`src/design/gdhc_pkg.sv`:
```
// ----------------------------------------------------------------------------
// gdhc_pkg: shared types and constants of the date / hour count unit
// Field widths, calendar constants, microcode word layout and step labels.
// ----------------------------------------------------------------------------
package gdhc_pkg;

   // field widths
   localparam int COUNT_W = 25;
   localparam int YEAR_W  = 12;
   localparam int MONTH_W = 4;
   localparam int DAY_W   = 5;
   localparam int HOUR_W  = 5;
   localparam int MH_W    = 10;   // hours in one month, 744 at most

   localparam int DEF_MAX_YEAR = 2500;

   localparam logic [4:0]  HOURS_PER_DAY   = 5'd24;
   localparam logic [13:0] YEAR_HOURS      = 14'd8760;
   localparam logic [13:0] LEAP_YEAR_HOURS = 14'd8784;
   localparam logic [MONTH_W-1:0] MONTHS   = 4'd12;
   localparam logic [HOUR_W-1:0]  LAST_HOUR = 5'd23;

   // step counter
   localparam int PC_W = 4;
   localparam logic [PC_W-1:0] STEP_IDLE      = 4'd0;
   localparam logic [PC_W-1:0] STEP_DISPATCH  = 4'd1;
   localparam logic [PC_W-1:0] STEP_F_CHECK   = 4'd2;
   localparam logic [PC_W-1:0] STEP_F_YEARS   = 4'd3;
   localparam logic [PC_W-1:0] STEP_F_MONTHS  = 4'd4;
   localparam logic [PC_W-1:0] STEP_F_DAY     = 4'd5;
   localparam logic [PC_W-1:0] STEP_F_FINISH  = 4'd6;
   localparam logic [PC_W-1:0] STEP_R_CHECK   = 4'd7;
   localparam logic [PC_W-1:0] STEP_R_YEARS   = 4'd8;
   localparam logic [PC_W-1:0] STEP_R_MONTHS  = 4'd9;
   localparam logic [PC_W-1:0] STEP_R_DAYS    = 4'd10;
   localparam logic [PC_W-1:0] STEP_EMIT      = 4'd11;

   typedef enum logic [3:0] {
      COND_ALWAYS   = 4'd0,
      COND_REQ      = 4'd1,
      COND_REV      = 4'd2,
      COND_FWD_BAD  = 4'd3,
      COND_Y_LT     = 4'd4,
      COND_M_LT     = 4'd5,
      COND_DAY_BAD  = 4'd6,
      COND_CNT_BAD  = 4'd7,
      COND_T_GE_Y   = 4'd8,
      COND_T_GE_M   = 4'd9,
      COND_T_GE_D   = 4'd10,
      COND_OUT_FREE = 4'd11
   } cond_type;

   typedef enum logic [3:0] {
      OP_NONE      = 4'd0,
      OP_LOAD      = 4'd1,
      OP_SET_BAD   = 4'd2,
      OP_YEAR_ADD  = 4'd3,
      OP_MONTH_ADD = 4'd4,
      OP_FWD_FIN   = 4'd5,
      OP_YEAR_SUB  = 4'd6,
      OP_MONTH_SUB = 4'd7,
      OP_DAY_SUB   = 4'd8,
      OP_EMIT      = 4'd9
   } op_type;

   // cond true: run op, go to target; cond false: hold or fall through
   typedef struct packed {
      cond_type        cond;
      op_type          op;
      logic [PC_W-1:0] target;
      logic            hold;
   } uword_type;

   function automatic logic [DAY_W-1:0] month_days(input logic [MONTH_W-1:0] m,
                                                  input logic leap);
      logic [DAY_W-1:0] d;
      case (m)
         4'd2:                      d = leap ? 5'd29 : 5'd28;
         4'd4, 4'd6, 4'd9, 4'd11:   d = 5'd30;
         default:                   d = 5'd31;
      endcase
      return d;
   endfunction

   function automatic logic [MH_W-1:0] month_hours(input logic [MONTH_W-1:0] m,
                                                  input logic leap);
      logic [MH_W-1:0] d;
      d = MH_W'(month_days(m, leap));
      return (d << 4) + (d << 3);
   endfunction

endpackage

```
`src/design/gdhc_urom.sv`:
```
// ----------------------------------------------------------------------------
// gdhc_urom: microcode store of the date / hour count sequencer
// One control word per step: condition, datapath operation, jump target, hold bit.
// ----------------------------------------------------------------------------
module gdhc_urom (
   input  logic [gdhc_pkg::PC_W-1:0] step,
   output gdhc_pkg::uword_type       uword
);

   always_comb begin
      case (step)
         gdhc_pkg::STEP_IDLE:
            uword = '{gdhc_pkg::COND_REQ,      gdhc_pkg::OP_LOAD,
                      gdhc_pkg::STEP_DISPATCH, 1'b1};
         gdhc_pkg::STEP_DISPATCH:
            uword = '{gdhc_pkg::COND_REV,      gdhc_pkg::OP_NONE,
                      gdhc_pkg::STEP_R_CHECK,  1'b0};
         gdhc_pkg::STEP_F_CHECK:
            uword = '{gdhc_pkg::COND_FWD_BAD,  gdhc_pkg::OP_SET_BAD,
                      gdhc_pkg::STEP_EMIT,     1'b0};
         gdhc_pkg::STEP_F_YEARS:
            uword = '{gdhc_pkg::COND_Y_LT,     gdhc_pkg::OP_YEAR_ADD,
                      gdhc_pkg::STEP_F_YEARS,  1'b0};
         gdhc_pkg::STEP_F_MONTHS:
            uword = '{gdhc_pkg::COND_M_LT,     gdhc_pkg::OP_MONTH_ADD,
                      gdhc_pkg::STEP_F_MONTHS, 1'b0};
         gdhc_pkg::STEP_F_DAY:
            uword = '{gdhc_pkg::COND_DAY_BAD,  gdhc_pkg::OP_SET_BAD,
                      gdhc_pkg::STEP_EMIT,     1'b0};
         gdhc_pkg::STEP_F_FINISH:
            uword = '{gdhc_pkg::COND_ALWAYS,   gdhc_pkg::OP_FWD_FIN,
                      gdhc_pkg::STEP_EMIT,     1'b0};
         gdhc_pkg::STEP_R_CHECK:
            uword = '{gdhc_pkg::COND_CNT_BAD,  gdhc_pkg::OP_SET_BAD,
                      gdhc_pkg::STEP_EMIT,     1'b0};
         gdhc_pkg::STEP_R_YEARS:
            uword = '{gdhc_pkg::COND_T_GE_Y,   gdhc_pkg::OP_YEAR_SUB,
                      gdhc_pkg::STEP_R_YEARS,  1'b0};
         gdhc_pkg::STEP_R_MONTHS:
            uword = '{gdhc_pkg::COND_T_GE_M,   gdhc_pkg::OP_MONTH_SUB,
                      gdhc_pkg::STEP_R_MONTHS, 1'b0};
         gdhc_pkg::STEP_R_DAYS:
            uword = '{gdhc_pkg::COND_T_GE_D,   gdhc_pkg::OP_DAY_SUB,
                      gdhc_pkg::STEP_R_DAYS,   1'b0};
         gdhc_pkg::STEP_EMIT:
            uword = '{gdhc_pkg::COND_OUT_FREE, gdhc_pkg::OP_EMIT,
                      gdhc_pkg::STEP_IDLE,     1'b1};
         default:
            uword = '{gdhc_pkg::COND_ALWAYS,   gdhc_pkg::OP_NONE,
                      gdhc_pkg::STEP_IDLE,     1'b0};
      endcase
   end

endmodule

```
`src/design/gregorian_date_hour_count_unit.sv`:
```
// ----------------------------------------------------------------------------
// gregorian_date_hour_count_unit: proleptic Gregorian date <-> hour count
// Microcoded converter between year/month/day/hour and hours since
// 0001-01-01 00:00, with range checking.
// ----------------------------------------------------------------------------
//
//   channel   direction  handshake            payload
//   req       in         req_valid/req_stall  operation, year, month, day,
//                                             hour, total_hours
//   rsp       out        rsp_valid/rsp_stall  count_out, year_out, month_out,
//                                             day_out, hour_out, valid_res
//
// Steps: one step a cycle, save where the idle and emit steps hold. Date to
//   count walks the years, then the months, then adds day and hour; count to
//   date walks the years, months and days. The year walk takes longest. A new
//   request is taken only once the sequencer is back at its idle step.
// Reset: synchronous, clears the step counter and the result valid flag.
// Stalls: a finished result sits in the output register; the sequencer
//   waits at its emit step only while that register is still held.
// ----------------------------------------------------------------------------
module gregorian_date_hour_count_unit #(
   parameter int MAX_YEAR = gdhc_pkg::DEF_MAX_YEAR
) (
   input  logic                           clock,
   input  logic                           reset,

   input  logic                           req_valid,
   output logic                           req_stall,
   input  logic                           req_operation,
   input  logic [gdhc_pkg::YEAR_W-1:0]    req_year,
   input  logic [gdhc_pkg::MONTH_W-1:0]   req_month,
   input  logic [gdhc_pkg::DAY_W-1:0]     req_day,
   input  logic [gdhc_pkg::HOUR_W-1:0]    req_hour,
   input  logic [gdhc_pkg::COUNT_W-1:0]   req_total_hours,

   output logic                           rsp_valid,
   input  logic                           rsp_stall,
   output logic [gdhc_pkg::COUNT_W-1:0]   rsp_count_out,
   output logic [gdhc_pkg::YEAR_W-1:0]    rsp_year_out,
   output logic [gdhc_pkg::MONTH_W-1:0]   rsp_month_out,
   output logic [gdhc_pkg::DAY_W-1:0]     rsp_day_out,
   output logic [gdhc_pkg::HOUR_W-1:0]    rsp_hour_out,
   output logic                           rsp_valid_res
);

   // year counter wide enough for MAX_YEAR + 1 and for the input field
   localparam int YW_MIN = $clog2(MAX_YEAR + 2);
   localparam int YW = (YW_MIN > gdhc_pkg::YEAR_W) ? YW_MIN : gdhc_pkg::YEAR_W;
   // hours in years 1 .. MAX_YEAR
   localparam int LIMIT =
      (MAX_YEAR * 365 + MAX_YEAR / 4 - MAX_YEAR / 100 + MAX_YEAR / 400) * 24;
   localparam int AW_MIN = $clog2(LIMIT + 1);
   localparam int AW = (AW_MIN > gdhc_pkg::COUNT_W) ? AW_MIN : gdhc_pkg::COUNT_W;

   localparam int CW = gdhc_pkg::COUNT_W;
   localparam int HW = gdhc_pkg::HOUR_W;

   // sequencer
   logic [gdhc_pkg::PC_W-1:0] pc_ff, pc_in;
   gdhc_pkg::uword_type       uword;
   logic                      cond_true;

   // captured request
   logic                           op_ff;
   logic [gdhc_pkg::YEAR_W-1:0]    year_ff;
   logic [gdhc_pkg::MONTH_W-1:0]   month_ff;
   logic [gdhc_pkg::DAY_W-1:0]     day_ff;
   logic [gdhc_pkg::HOUR_W-1:0]    hour_ff;
   logic [CW-1:0]                  total_ff;

   // datapath: acc is the running sum (forward) or the remainder (reverse)
   logic [AW-1:0]                  acc_ff, acc_in;
   logic [YW-1:0]                  y_ff, y_in;
   logic [gdhc_pkg::MONTH_W-1:0]   m_ff, m_in;
   logic [gdhc_pkg::DAY_W-1:0]     d_ff, d_in;
   logic [1:0]                     c4_ff, c4_in;       // y mod 4
   logic [6:0]                     c100_ff, c100_in;   // y mod 100
   logic [8:0]                     c400_ff, c400_in;   // y mod 400
   logic                           bad_ff, bad_in;

   // result register
   logic                           rsp_valid_ff, rsp_valid_in;
   logic [CW-1:0]                  count_out_ff;
   logic [gdhc_pkg::YEAR_W-1:0]    year_out_ff;
   logic [gdhc_pkg::MONTH_W-1:0]   month_out_ff;
   logic [gdhc_pkg::DAY_W-1:0]     day_out_ff;
   logic [gdhc_pkg::HOUR_W-1:0]    hour_out_ff;
   logic                           valid_res_ff;

   logic                           leap;
   logic [AW-1:0]                  year_hrs;
   logic [AW-1:0]                  month_hrs;
   logic [AW-1:0]                  day_hrs;
   logic                           run;
   logic                           req_xfer;
   logic                           rsp_xfer;

   gdhc_urom u_urom (
      .step  (pc_ff),
      .uword (uword)
   );

   assign req_xfer = req_valid && !req_stall;
   assign rsp_xfer = rsp_valid_ff && !rsp_stall;
   assign req_stall = (pc_ff != gdhc_pkg::STEP_IDLE);

   assign leap = (c4_ff == 2'd0) && ((c100_ff != 7'd0) || (c400_ff == 9'd0));
   assign year_hrs  = leap ? AW'(gdhc_pkg::LEAP_YEAR_HOURS) : AW'(gdhc_pkg::YEAR_HOURS);
   assign month_hrs = AW'(gdhc_pkg::month_hours(m_ff, leap));
   // (day - 1) * 24 + hour
   assign day_hrs = (AW'(day_ff - 5'd1) << 4) + (AW'(day_ff - 5'd1) << 3) + AW'(hour_ff);

   // condition select
   always_comb begin
      case (uword.cond)
         gdhc_pkg::COND_ALWAYS:   cond_true = 1'b1;
         gdhc_pkg::COND_REQ:      cond_true = req_valid;
         gdhc_pkg::COND_REV:      cond_true = op_ff;
         gdhc_pkg::COND_FWD_BAD:  cond_true = (year_ff == '0)
                                     || (YW'(year_ff) > YW'(MAX_YEAR))
                                     || (month_ff == '0)
                                     || (month_ff > gdhc_pkg::MONTHS)
                                     || (day_ff == '0)
                                     || (hour_ff > gdhc_pkg::LAST_HOUR);
         gdhc_pkg::COND_Y_LT:     cond_true = y_ff < YW'(year_ff);
         gdhc_pkg::COND_M_LT:     cond_true = m_ff < month_ff;
         gdhc_pkg::COND_DAY_BAD:  cond_true = day_ff > gdhc_pkg::month_days(month_ff, leap);
         gdhc_pkg::COND_CNT_BAD:  cond_true = acc_ff >= AW'(LIMIT);
         gdhc_pkg::COND_T_GE_Y:   cond_true = acc_ff >= year_hrs;
         gdhc_pkg::COND_T_GE_M:   cond_true = (acc_ff >= month_hrs)
                                     && (m_ff < gdhc_pkg::MONTHS);
         gdhc_pkg::COND_T_GE_D:   cond_true = acc_ff >= AW'(gdhc_pkg::HOURS_PER_DAY);
         gdhc_pkg::COND_OUT_FREE: cond_true = !rsp_valid_ff || !rsp_stall;
         default:                 cond_true = 1'b0;
      endcase
   end

   assign run = cond_true;

   // step counter
   always_comb begin
      if (run) begin
         pc_in = uword.target;
      end else if (uword.hold) begin
         pc_in = pc_ff;
      end else begin
         pc_in = pc_ff + 4'd1;
      end
   end

   // datapath operations
   always_comb begin
      acc_in  = acc_ff;
      y_in    = y_ff;
      m_in    = m_ff;
      d_in    = d_ff;
      c4_in   = c4_ff;
      c100_in = c100_ff;
      c400_in = c400_ff;
      bad_in  = bad_ff;
      if (run) begin
         case (uword.op)
            gdhc_pkg::OP_LOAD: begin
               acc_in  = req_operation ? AW'(req_total_hours) : '0;
               y_in    = YW'(1);
               m_in    = 4'd1;
               d_in    = 5'd1;
               c4_in   = 2'd1;
               c100_in = 7'd1;
               c400_in = 9'd1;
               bad_in  = 1'b0;
            end
            gdhc_pkg::OP_SET_BAD:   bad_in = 1'b1;
            gdhc_pkg::OP_YEAR_ADD,
            gdhc_pkg::OP_YEAR_SUB: begin
               acc_in  = (uword.op == gdhc_pkg::OP_YEAR_ADD) ? acc_ff + year_hrs
                                                             : acc_ff - year_hrs;
               y_in    = y_ff + YW'(1);
               c4_in   = c4_ff + 2'd1;
               c100_in = (c100_ff == 7'd99)  ? 7'd0 : c100_ff + 7'd1;
               c400_in = (c400_ff == 9'd399) ? 9'd0 : c400_ff + 9'd1;
            end
            gdhc_pkg::OP_MONTH_ADD: begin
               acc_in = acc_ff + month_hrs;
               m_in   = m_ff + 4'd1;
            end
            gdhc_pkg::OP_MONTH_SUB: begin
               acc_in = acc_ff - month_hrs;
               m_in   = m_ff + 4'd1;
            end
            gdhc_pkg::OP_DAY_SUB: begin
               acc_in = acc_ff - AW'(gdhc_pkg::HOURS_PER_DAY);
               d_in   = d_ff + 5'd1;
            end
            gdhc_pkg::OP_FWD_FIN:   acc_in = acc_ff + day_hrs;
            default: ;
         endcase
      end
   end

   always_comb begin
      rsp_valid_in = rsp_valid_ff;
      if (rsp_xfer) begin
         rsp_valid_in = 1'b0;
      end
      if (run && (uword.op == gdhc_pkg::OP_EMIT)) begin
         rsp_valid_in = 1'b1;
      end
   end

   // control state
   always_ff @(posedge clock) begin
      if (reset) begin
         pc_ff        <= gdhc_pkg::STEP_IDLE;
         rsp_valid_ff <= 1'b0;
      end else begin
         pc_ff        <= pc_in;
         rsp_valid_ff <= rsp_valid_in;
      end
   end

   // payload and datapath registers
   always_ff @(posedge clock) begin
      acc_ff  <= acc_in;
      y_ff    <= y_in;
      m_ff    <= m_in;
      d_ff    <= d_in;
      c4_ff   <= c4_in;
      c100_ff <= c100_in;
      c400_ff <= c400_in;
      bad_ff  <= bad_in;
      if (req_xfer) begin
         op_ff    <= req_operation;
         year_ff  <= req_year;
         month_ff <= req_month;
         day_ff   <= req_day;
         hour_ff  <= req_hour;
         total_ff <= req_total_hours;
      end
      if (run && (uword.op == gdhc_pkg::OP_EMIT)) begin
         valid_res_ff <= !bad_ff;
         if (op_ff) begin
            count_out_ff <= total_ff;
            year_out_ff  <= bad_ff ? '0 : y_ff[gdhc_pkg::YEAR_W-1:0];
            month_out_ff <= bad_ff ? '0 : m_ff;
            day_out_ff   <= bad_ff ? '0 : d_ff;
            hour_out_ff  <= bad_ff ? '0 : acc_ff[HW-1:0];
         end else begin
            count_out_ff <= bad_ff ? '0 : acc_ff[CW-1:0];
            year_out_ff  <= year_ff;
            month_out_ff <= month_ff;
            day_out_ff   <= day_ff;
            hour_out_ff  <= hour_ff;
         end
      end
   end

   assign rsp_valid     = rsp_valid_ff;
   assign rsp_count_out = count_out_ff;
   assign rsp_year_out  = year_out_ff;
   assign rsp_month_out = month_out_ff;
   assign rsp_day_out   = day_out_ff;
   assign rsp_hour_out  = hour_out_ff;
   assign rsp_valid_res = valid_res_ff;

   // ---------------------------------------------------------------------
   // assertions
   // ---------------------------------------------------------------------

   // an accepted transfer starts the program at the dispatch step
   a_start: assert property (@(posedge clock) disable iff (reset)
      req_xfer |=> (pc_ff == gdhc_pkg::STEP_DISPATCH))
      else $error("sequencer did not start after request transfer");

   // a good reverse conversion leaves less than one day of hours
   a_rem: assert property (@(posedge clock) disable iff (reset)
      (pc_ff == gdhc_pkg::STEP_EMIT && op_ff && !bad_ff)
         |-> (acc_ff < AW'(gdhc_pkg::HOURS_PER_DAY)))
      else $error("reverse remainder not below one day at emit");

   // results appear only from the emit step
   a_emit: assert property (@(posedge clock) disable iff (reset)
      $rose(rsp_valid_ff) |-> ($past(pc_ff) == gdhc_pkg::STEP_EMIT))
      else $error("result valid raised outside emit step");

   // month walk never leaves 1..12 once under way
   a_month: assert property (@(posedge clock) disable iff (reset)
      (pc_ff == gdhc_pkg::STEP_EMIT) |-> (m_ff >= 4'd1 && m_ff <= gdhc_pkg::MONTHS))
      else $error("month counter out of range");

endmodule

```
`config.mk`:
```
export PLATFORM = sky130hd
export DESIGN_NAME = gregorian_date_hour_count_unit
export DESIGN_NICKNAME = d
export VERILOG_FILES = /design/src/design/gdhc_pkg.sv /design/src/design/gdhc_urom.sv /design/src/design/gregorian_date_hour_count_unit.sv
export SDC_FILE = /design/constraint.sdc
export NUM_CORES = 1
export LEC_CHECK = 0
export BUFFER_PORTS_ARGS = -buffer_cell sky130_fd_sc_hd__buf_2
export CORE_AREA = 2 2 210 254
export DETAILED_ROUTE_END_ITERATION = 7
export DIE_AREA = 0 0 212 256
export HOLD_SLACK_MARGIN = 0.08
export PLACE_DENSITY = 0.43
export SLEW_MARGIN = 40
export SYNTH_ARGS = -nofsm -noshare
export SYNTH_HDL_FRONTEND = slang
export SYNTH_HIERARCHICAL = 1
export SYNTH_SLANG_ARGS = --single-unit
```
`constraint.sdc`:
```
create_clock -name clock -period 7.9 [get_ports clock]
set_clock_uncertainty 0.05 [all_clocks]
set_input_delay 1.975 -clock clock [delete_from_list [all_inputs] [get_ports clock]]
set_output_delay 1.975 -clock clock [all_outputs]
set_load 0.05 [all_outputs]
```
==> flow_metrics.py, run 1 <==
metrics = {
    "timing": {
        "rsz0062_at_grt": "no",
        "fin_crit_sh": 0.706,
        "hold_violations": 0,
        "worstMarginPinSlew_ps": 861,
        "fin_crit_ps": 5580,
        "setup_tns_ps": 0,
        "maxSlewHeadroom": 0.425,
        "final-setup-viol-count": 0,
        "drv_slew": 0,
        "timing.fmax_mhz": 179,
    },
    "pwr": {
        "comb_power_share": 0.573,
        "p_sw_mw": 3.38,
        "power.density_mw_per_mm2": 464,
        "ir_worst_vdd_uv": 206,
        "p_clk_frac": 0.139,
        "p_int_mw": 3.54,
        "seqPwrFrac": 0.288,
        "p_sw_frac": 0.489,
        "p_leak_nw": 5.60,
    },
    "floorplan": {
        "die_area_mm2": 0.0543,
        "pin_count": 110,
        "core_mm2": 0.0519,
        "rows": 92,
        "start_util": 0.247,
        "die_h_um": 256,
        "chipWidth_um": 212,
    },
    "grt": {
        "grt_max_degree": 71,
        "grt_pass1_vias": 11100,
        "grt_pass1_wl_mm": 66.9,
        "grt_remaining_overflow": 0,
        "grt_use_total": 0.162,
        "antenna_found_initial": 0,
    },
    "clock_tree": {
        "cts_buffers": 17,
        "postCtsSetupRepairBufs": 0,
        "cts_buffer_depth": 2,
        "h-tree-depth": 4,
        "cts_tree": "built",
        "clock_sinks": 174,
        "cts_resized": 0,
        "path_clk_slew_ps": 70,
        "clkLatencyLatePin_ps": 460,
        "cts-root-buf": "clkbuf_16",
        "cts_hold_buf": 0,
    },
    "detailed_routing": {
        "via_per_inst": 5.11,
        "dr.pass1.iters": 5,
        "vias": 11000,
        "drc": 0,
        "routed_wl_mm": 44.2,
        "dr.first_iter.drc_count": 849,
        "drtAntennaViolNets": 0,
        "routedWlPerCell_um": 20.5,
    },
    "final_layout": {
        "fin_area_mm2": 0.0149,
        "drive_gt1_frac": 0.146,
        "fillers": 5458,
        "syn_to_final_growth_pct": 16.2,
        "diodes": 0,
        "fin_nets": 1581,
    },
    "run_status": {
        "status": "completed",
    },
    "synth": {
        "synth_nets": 1498,
        "yosys_register_bits": 174,
        "synth_cell_type_count": 92,
        "synthFlopType": "edfxtp_1",
        "syn_area_per_cell_um2": 9.51,
        "ys_warn_count": 6,
        "synthCells": 1348,
        "synth_edf_count": 169,
        "ys_async_sr_fraction": 0,
        "ys_seq_area_frac": 0.404,
        "syn-cell-area_mm2": 0.0128,
    },
    "placement": {
        "routabilityCongestion": 0.886,
        "hpwl_mm": 32.7,
        "dpl_cell_area_mm2": 0.0142,
        "io_buffers": 109,
    },
    "flow_run": {
        "cap_violations": 0,
    },
    "setup_path": {
        "critPathRequiredTime_ps": 7940,
        "start_kind": "flop",
        "critPathArrivalTime_ps": 5620,
        "worst-r2r-setup-slack_ps": 2320,
        "criticalPathCategory": "reg2reg",
        "endpoint_kind": "flop",
        "crit_fanout": 44,
    },
    "hold_path": {
        "hp-class": "reg2reg",
    },
}
kinds of logic (layout without fill, tap and decap cells):
| family | count (synthesis) | in the layout | share of synthesized area |
|---|---|---|---|
| DFF | 174 | 174 | 0.404 |
| AOI/OAI and AO/OA | 380 | 380 | 0.204 |
| xor gates and xnor gates | 80 | 80 | 0.0547 |
| buffers and inverters | 140 | 236 | 0.0430 |
| adders and majority gates | 94 | 94 | 0.0941 |
| and+or+nand+nor | 459 | 459 | 0.182 |
| muxes | 21 | 21 | 0.0182 |
cell usage after synthesis, types with 8 or more instances:
cell type	instances	area (µm²)
nor3b_1	8	60.1
nor4_1	10	62.6
o22ai_1	31	194
o211ai_1	17	128
nor3_1	28	140
o21a_1	12	90.1
nand4_1	17	106
edfxtp_1	169	5070
mux2i_1	15	150
a22oi_1	8	60.1
and3_1	15	93.8
nor2b_1	15	93.8
nand3_1	46	230
ha_1	90	1130
a221oi_1	10	87.6
xnor2_1	40	350
a21o_1	26	195
a211oi_1	14	105
inv_1	66	248
a222oi_1	8	80.1
xor2_1	40	350
a21oi_1	66	330
nor2_1	104	390
nand2_1	120	450
clkbuf_1	56	210
or3_1	12	75.1
o21bai_1	9	67.6
nand2b_1	34	213
o21ai_0	91	455
cells in the final DEF, fill, tap and decap left out, types with 6 or more instances in the layout:
| cell | synthesis | final |
|---|---|---|
| o21a_1 | 12 | 12 |
| a211o_1 | 6 | 6 |
| nand2_1 | 120 | 120 |
| a21oi_1 | 66 | 65 |
| o21bai_1 | 9 | 9 |
| a221oi_1 | 10 | 10 |
| nand4_1 | 17 | 17 |
| a222oi_1 | 8 | 8 |
| o22ai_1 | 31 | 31 |
| nand2b_1 | 34 | 34 |
| nor2b_1 | 15 | 15 |
| or4_1 | 7 | 7 |
| a22o_1 | 6 | 6 |
| nand3_1 | 46 | 46 |
| a22oi_1 | 8 | 8 |
| ha_1 | 90 | 90 |
| o21ai_0 | 91 | 91 |
| buf_4 | 0 | 25 |
| xor2_1 | 40 | 40 |
| nor3_1 | 28 | 23 |
| and3_1 | 15 | 15 |
| xnor2_1 | 40 | 40 |
| clkbuf_16 | 0 | 17 |
| a21o_1 | 26 | 26 |
| buf_2 | 7 | 109 |
| nor2_1 | 104 | 103 |
| a211oi_1 | 14 | 14 |
| inv_1 | 66 | 66 |
| o211ai_1 | 17 | 17 |
| or3_1 | 12 | 11 |
| nor4_1 | 10 | 8 |
| mux2i_1 | 15 | 15 |
| o21ai_1 | 7 | 6 |
| nor3b_1 | 8 | 8 |
| edfxtp_1 | 169 | 169 |
| nor3_2 | 2 | 6 |
power by group through the flow:
stage | Combinational (mW) | Sequential (mW) | Clock [mW]
floorplan | 2.87 | 1.77 | 0
global placement | 3.90 | 2.01 | 0
detailed placement | 3.94 | 2.01 | 0
CTS | 3.97 | 1.99 | 0.986
global route | 4.38 | 2.04 | 1.02
finish | 3.96 | 1.99 | 0.960
critical path, cell delays in order, from the launching register on:
cell and delay (ps):
edfxtp_1 440, nor3_1 300, and3_1 220, o21ai_0 80
buf_4 170, nand2_1 70, nand2_1 40, o21ai_0 400
inv_1 90, ha_1 350, inv_1 90, ha_1 300
nor4bb_1 300, nand4_1 220, o211ai_4 260, o311ai_4 100
nand4_2 160, o41ai_4 180, nor3_2 680, buf_4 620
metrics by stage:
stage	cells	power [mW]	setup slack, ps	utilization	hold slack, ps
after floorplan	1348	4.64	422	-	448
after global placement	2115	5.91	2370	0.273	442
after detailed placement	2116	5.96	2260	0.274	438
after CTS	2148	6.95	2250	0.287	448
after global routing	2149	7.44	1770	0.287	479
final	2149	6.92	2320	0.287	446
routing by layer:
| layer | vias up | global-route usage | routed length (µm) |
|---|---|---|---|
| met5 | - | 0 | 0 |
| met4 | 0 | 0.0681 | 1360 |
| met3 | 77 | 0.0189 | 1630 |
| met2 | 339 | 0.285 | 22300 |
| met1 | 5339 | 0.199 | 18900 |
| li1 | 5216 | - | - |
final timing paths:
kind / from / to / cells after the start
setup / recovery: c400_ff[4] / rsp_hour_out[3] / 19
setup reg to reg: c400_ff[4] / rsp_hour_out[3] / 19
hold reg to reg: rsp_valid / rsp_valid / 2
hold / removal: rsp_valid / rsp_valid / 2
state kept, by name (all words and copies together), names as in the netlist, 7 cells and up:
name,count
y_ff,12
c100_ff,7
c400_ff,9
rsp_count_out,25
rsp_year_out,12
acc_ff,25
total_ff,25
year_ff,12
cell type report:
class,instances,area [µm²],area share
clock buffers,17,425,0.0286
clock inverters,15,226,0.0152
inverters,67,251,0.0169
multi-input cells,1034,7160,0.481
flip-flops and latches,174,5170,0.347
well taps,705,882,0.0592
repair buffers,137,771,0.0517
(Power assumes the default switching activity.)
==> inputs of run 2 (changes only) <==
clock period = 5 ns   (was 7.9 ns; I/O delays follow)
==> run 2 against run 1 <==
Power grew 59%; critical path depth stayed put; combinational power up 68%; via count grew 0.70%; die area unchanged; largest power group unchanged.
==> flow_metrics.py, run 2 (same netlist as run 1, synthesis figures left out) <==
metrics = {
    "timing": {
        "worstMarginPinSlew_ps": 767,
        "timing.fmax_mhz": 212,
        "drv_slew": 0,
        "final-setup-viol-count": 0,
        "fin_crit_ps": 4710,
        "hold_violations": 0,
        "holdWs_ps": 453,
        "fin_crit_sh": 0.941,
        "maxSlewHeadroom": 0.482,
        "rsz0062_at_grt": "yes",
        "setup_tns_ps": 0,
    },
    "final_layout": {
        "drive_gt1_frac": 0.174,
        "fillers": 5472,
        "syn_to_final_growth_pct": 18.2,
        "most-common-layout-cells": "edfxtp_1 (169), nand2_1 (120), buf_2 (109), nor2_1 (103), o21ai_0 (88)",
        "diodes": 0,
        "final_common_cell": "edfxtp_1",
        "fin_nets": 1616,
        "fin_area_mm2": 0.0151,
    },
    "grt": {
        "grt_pass1_wl_mm": 67.3,
        "grt_pass1_vias": 11000,
        "grt_max_degree": 95,
        "grt_remaining_overflow": 0,
        "antenna_found_initial": 1,
        "grt_use_total": 0.163,
    },
    "pwr": {
        "ir_worst_vdd_uv": 328,
        "p_leak_nw": 5.73,
        "power.density_mw_per_mm2": 727,
    },
    "clock_tree": {
        "cts_tree": "built",
        "cts_buffers": 17,
        "h-tree-depth": 4,
        "cts_buffer_depth": 2,
        "clkLatencyLatePin_ps": 460,
        "clock_sinks": 174,
        "cts-root-buf": "clkbuf_16",
        "path_clk_slew_ps": 80,
        "postCtsSetupRepairBufs": 0,
    },
    "floorplan": {
        "pin_count": 110,
        "core_mm2": 0.0519,
        "rows": 92,
        "die_area_mm2": 0.0543,
        "die_h_um": 256,
        "chipWidth_um": 212,
        "start_util": 0.247,
    },
    "placement": {
        "hpwl_mm": 33.4,
        "routabilityCongestion": 0.880,
        "dpl_cell_area_mm2": 0.0145,
        "io_buffers": 109,
    },
    "setup_path": {
        "crit_fanout": 5,
        "start_kind": "flop",
        "worstPathCellList": "inv_1, ha_2, xor2_2, ha_1, ha_1, a211oi_1, nor2_1, o31a_1, xor2_1, buf_4, ha_1, a21o_1, a21o_1, a21o_1, nor3_2, a21oi_2, a221oi_2, mux2i_1, a211o_1",
        "slowest_delay_ps": 420,
        "criticalPathCategory": "reg2reg",
        "cpMaxStageDelayCell": "edfxtp_1",
        "critPathRequiredTime_ps": 5170,
        "endpoint_kind": "flop",
        "critPathArrivalTime_ps": 4880,
    },
    "flow_run": {
        "cap_violations": 0,
    },
    "detailed_routing": {
        "routedWlPerCell_um": 20.4,
        "routed_wl_mm": 44.6,
        "vias": 11000,
        "dr.pass1.iters": 5,
        "drc": 0,
        "drtAntennaViolNets": 0,
        "via_per_inst": 5.06,
        "dr.first_iter.drc_count": 912,
    },
    "hold_path": {
        "hp-class": "reg2reg",
    },
    "run_status": {
        "status": "completed",
    },
}
==> run 2: cell count changes in the layout (fill, tap and decap cells not counted), moves of 3 or more <==
cell / delta
buf_4: +34
a21oi_2: +4
clkbuf_1: +4
ha_1: -4
ha_2: +4
o21ai_1: +4
a21oi_1: -3
bufinv_16: -3
o21ai_0: -3
==> run 2: timing repair <==
item                       in CTS  in global routing
resized for setup               1                 23
setup endpoints to repair       2                  6
pin swaps                       0                  1
gates cloned                    0                  0
hold buffers                    0                  0
==> run 2: critical path: cells and delay by family (launching register included) <==
kind,cells,cell delay [ps]
muxes,1,140
and+or+nand+nor,2,360
xor gates and xnor gates,2,320
DFF,1,420
adders and majority gates,4,1100
AOI/OAI and AO/OA,8,1800
buffers and inverters,2,280
==> run 2: path summary, 6_finish.rpt <==
| kind | from | end | slack, ps | cells after the start |
|---|---|---|---|---|
| min reg2reg | rsp_valid | rsp_valid | 450 | 2 |
| max reg2reg | day_ff[0] | acc_ff[22] | 290 | 19 |
| min | rsp_valid | rsp_valid | 450 | 2 |
| max | day_ff[0] | acc_ff[22] | 290 | 19 |
==> run 2: per-stage QoR <==
step / util / std cells / total power, mW / setup slack, ps
after global placement: 0.279 / 2152 / 9.62 / 11.2
after floorplan: - / 1348 / 7.35 / 56.4
final: 0.292 / 2184 / 11.0 / 293
after global routing: 0.292 / 2184 / 11.9 / -16.4
after CTS: 0.290 / 2184 / 11.0 / 40.5
after detailed placement: 0.279 / 2152 / 9.63 / -95.4
==> run 2: power by group <==
| part | leakage, nW | internal, mW | total [mW] | switching (mW) |
|---|---|---|---|---|
| sequential | 1.61 | 2.40 | 3.03 | 0.631 |
| combinational | 3.85 | 2.53 | 6.65 | 4.13 |
| clock | 0.270 | 0.694 | 1.32 | 0.630 |
==> run 2: area by class of cell <==
type / count / area (µm²) / share of cell area
clock buffers: 21 / 440 / 0.0291
clock inverters: 11 / 108 / 0.00710
inverters: 67 / 251 / 0.0166
multi-input cells: 1034 / 7240 / 0.478
flip-flops and latches: 174 / 5170 / 0.342
well taps: 705 / 882 / 0.0582
repair buffers: 172 / 1050 / 0.0694
==> run 2: layer usage <==
| layer | GRT usage | share of wire |
|---|---|---|
| met1 | 0.202 | 0.42 |
| met2 | 0.284 | 0.50 |
| met3 | 0.0234 | 0.050 |
| met4 | 0.0630 | 0.032 |
| met5 | 0 | 0.00029 |
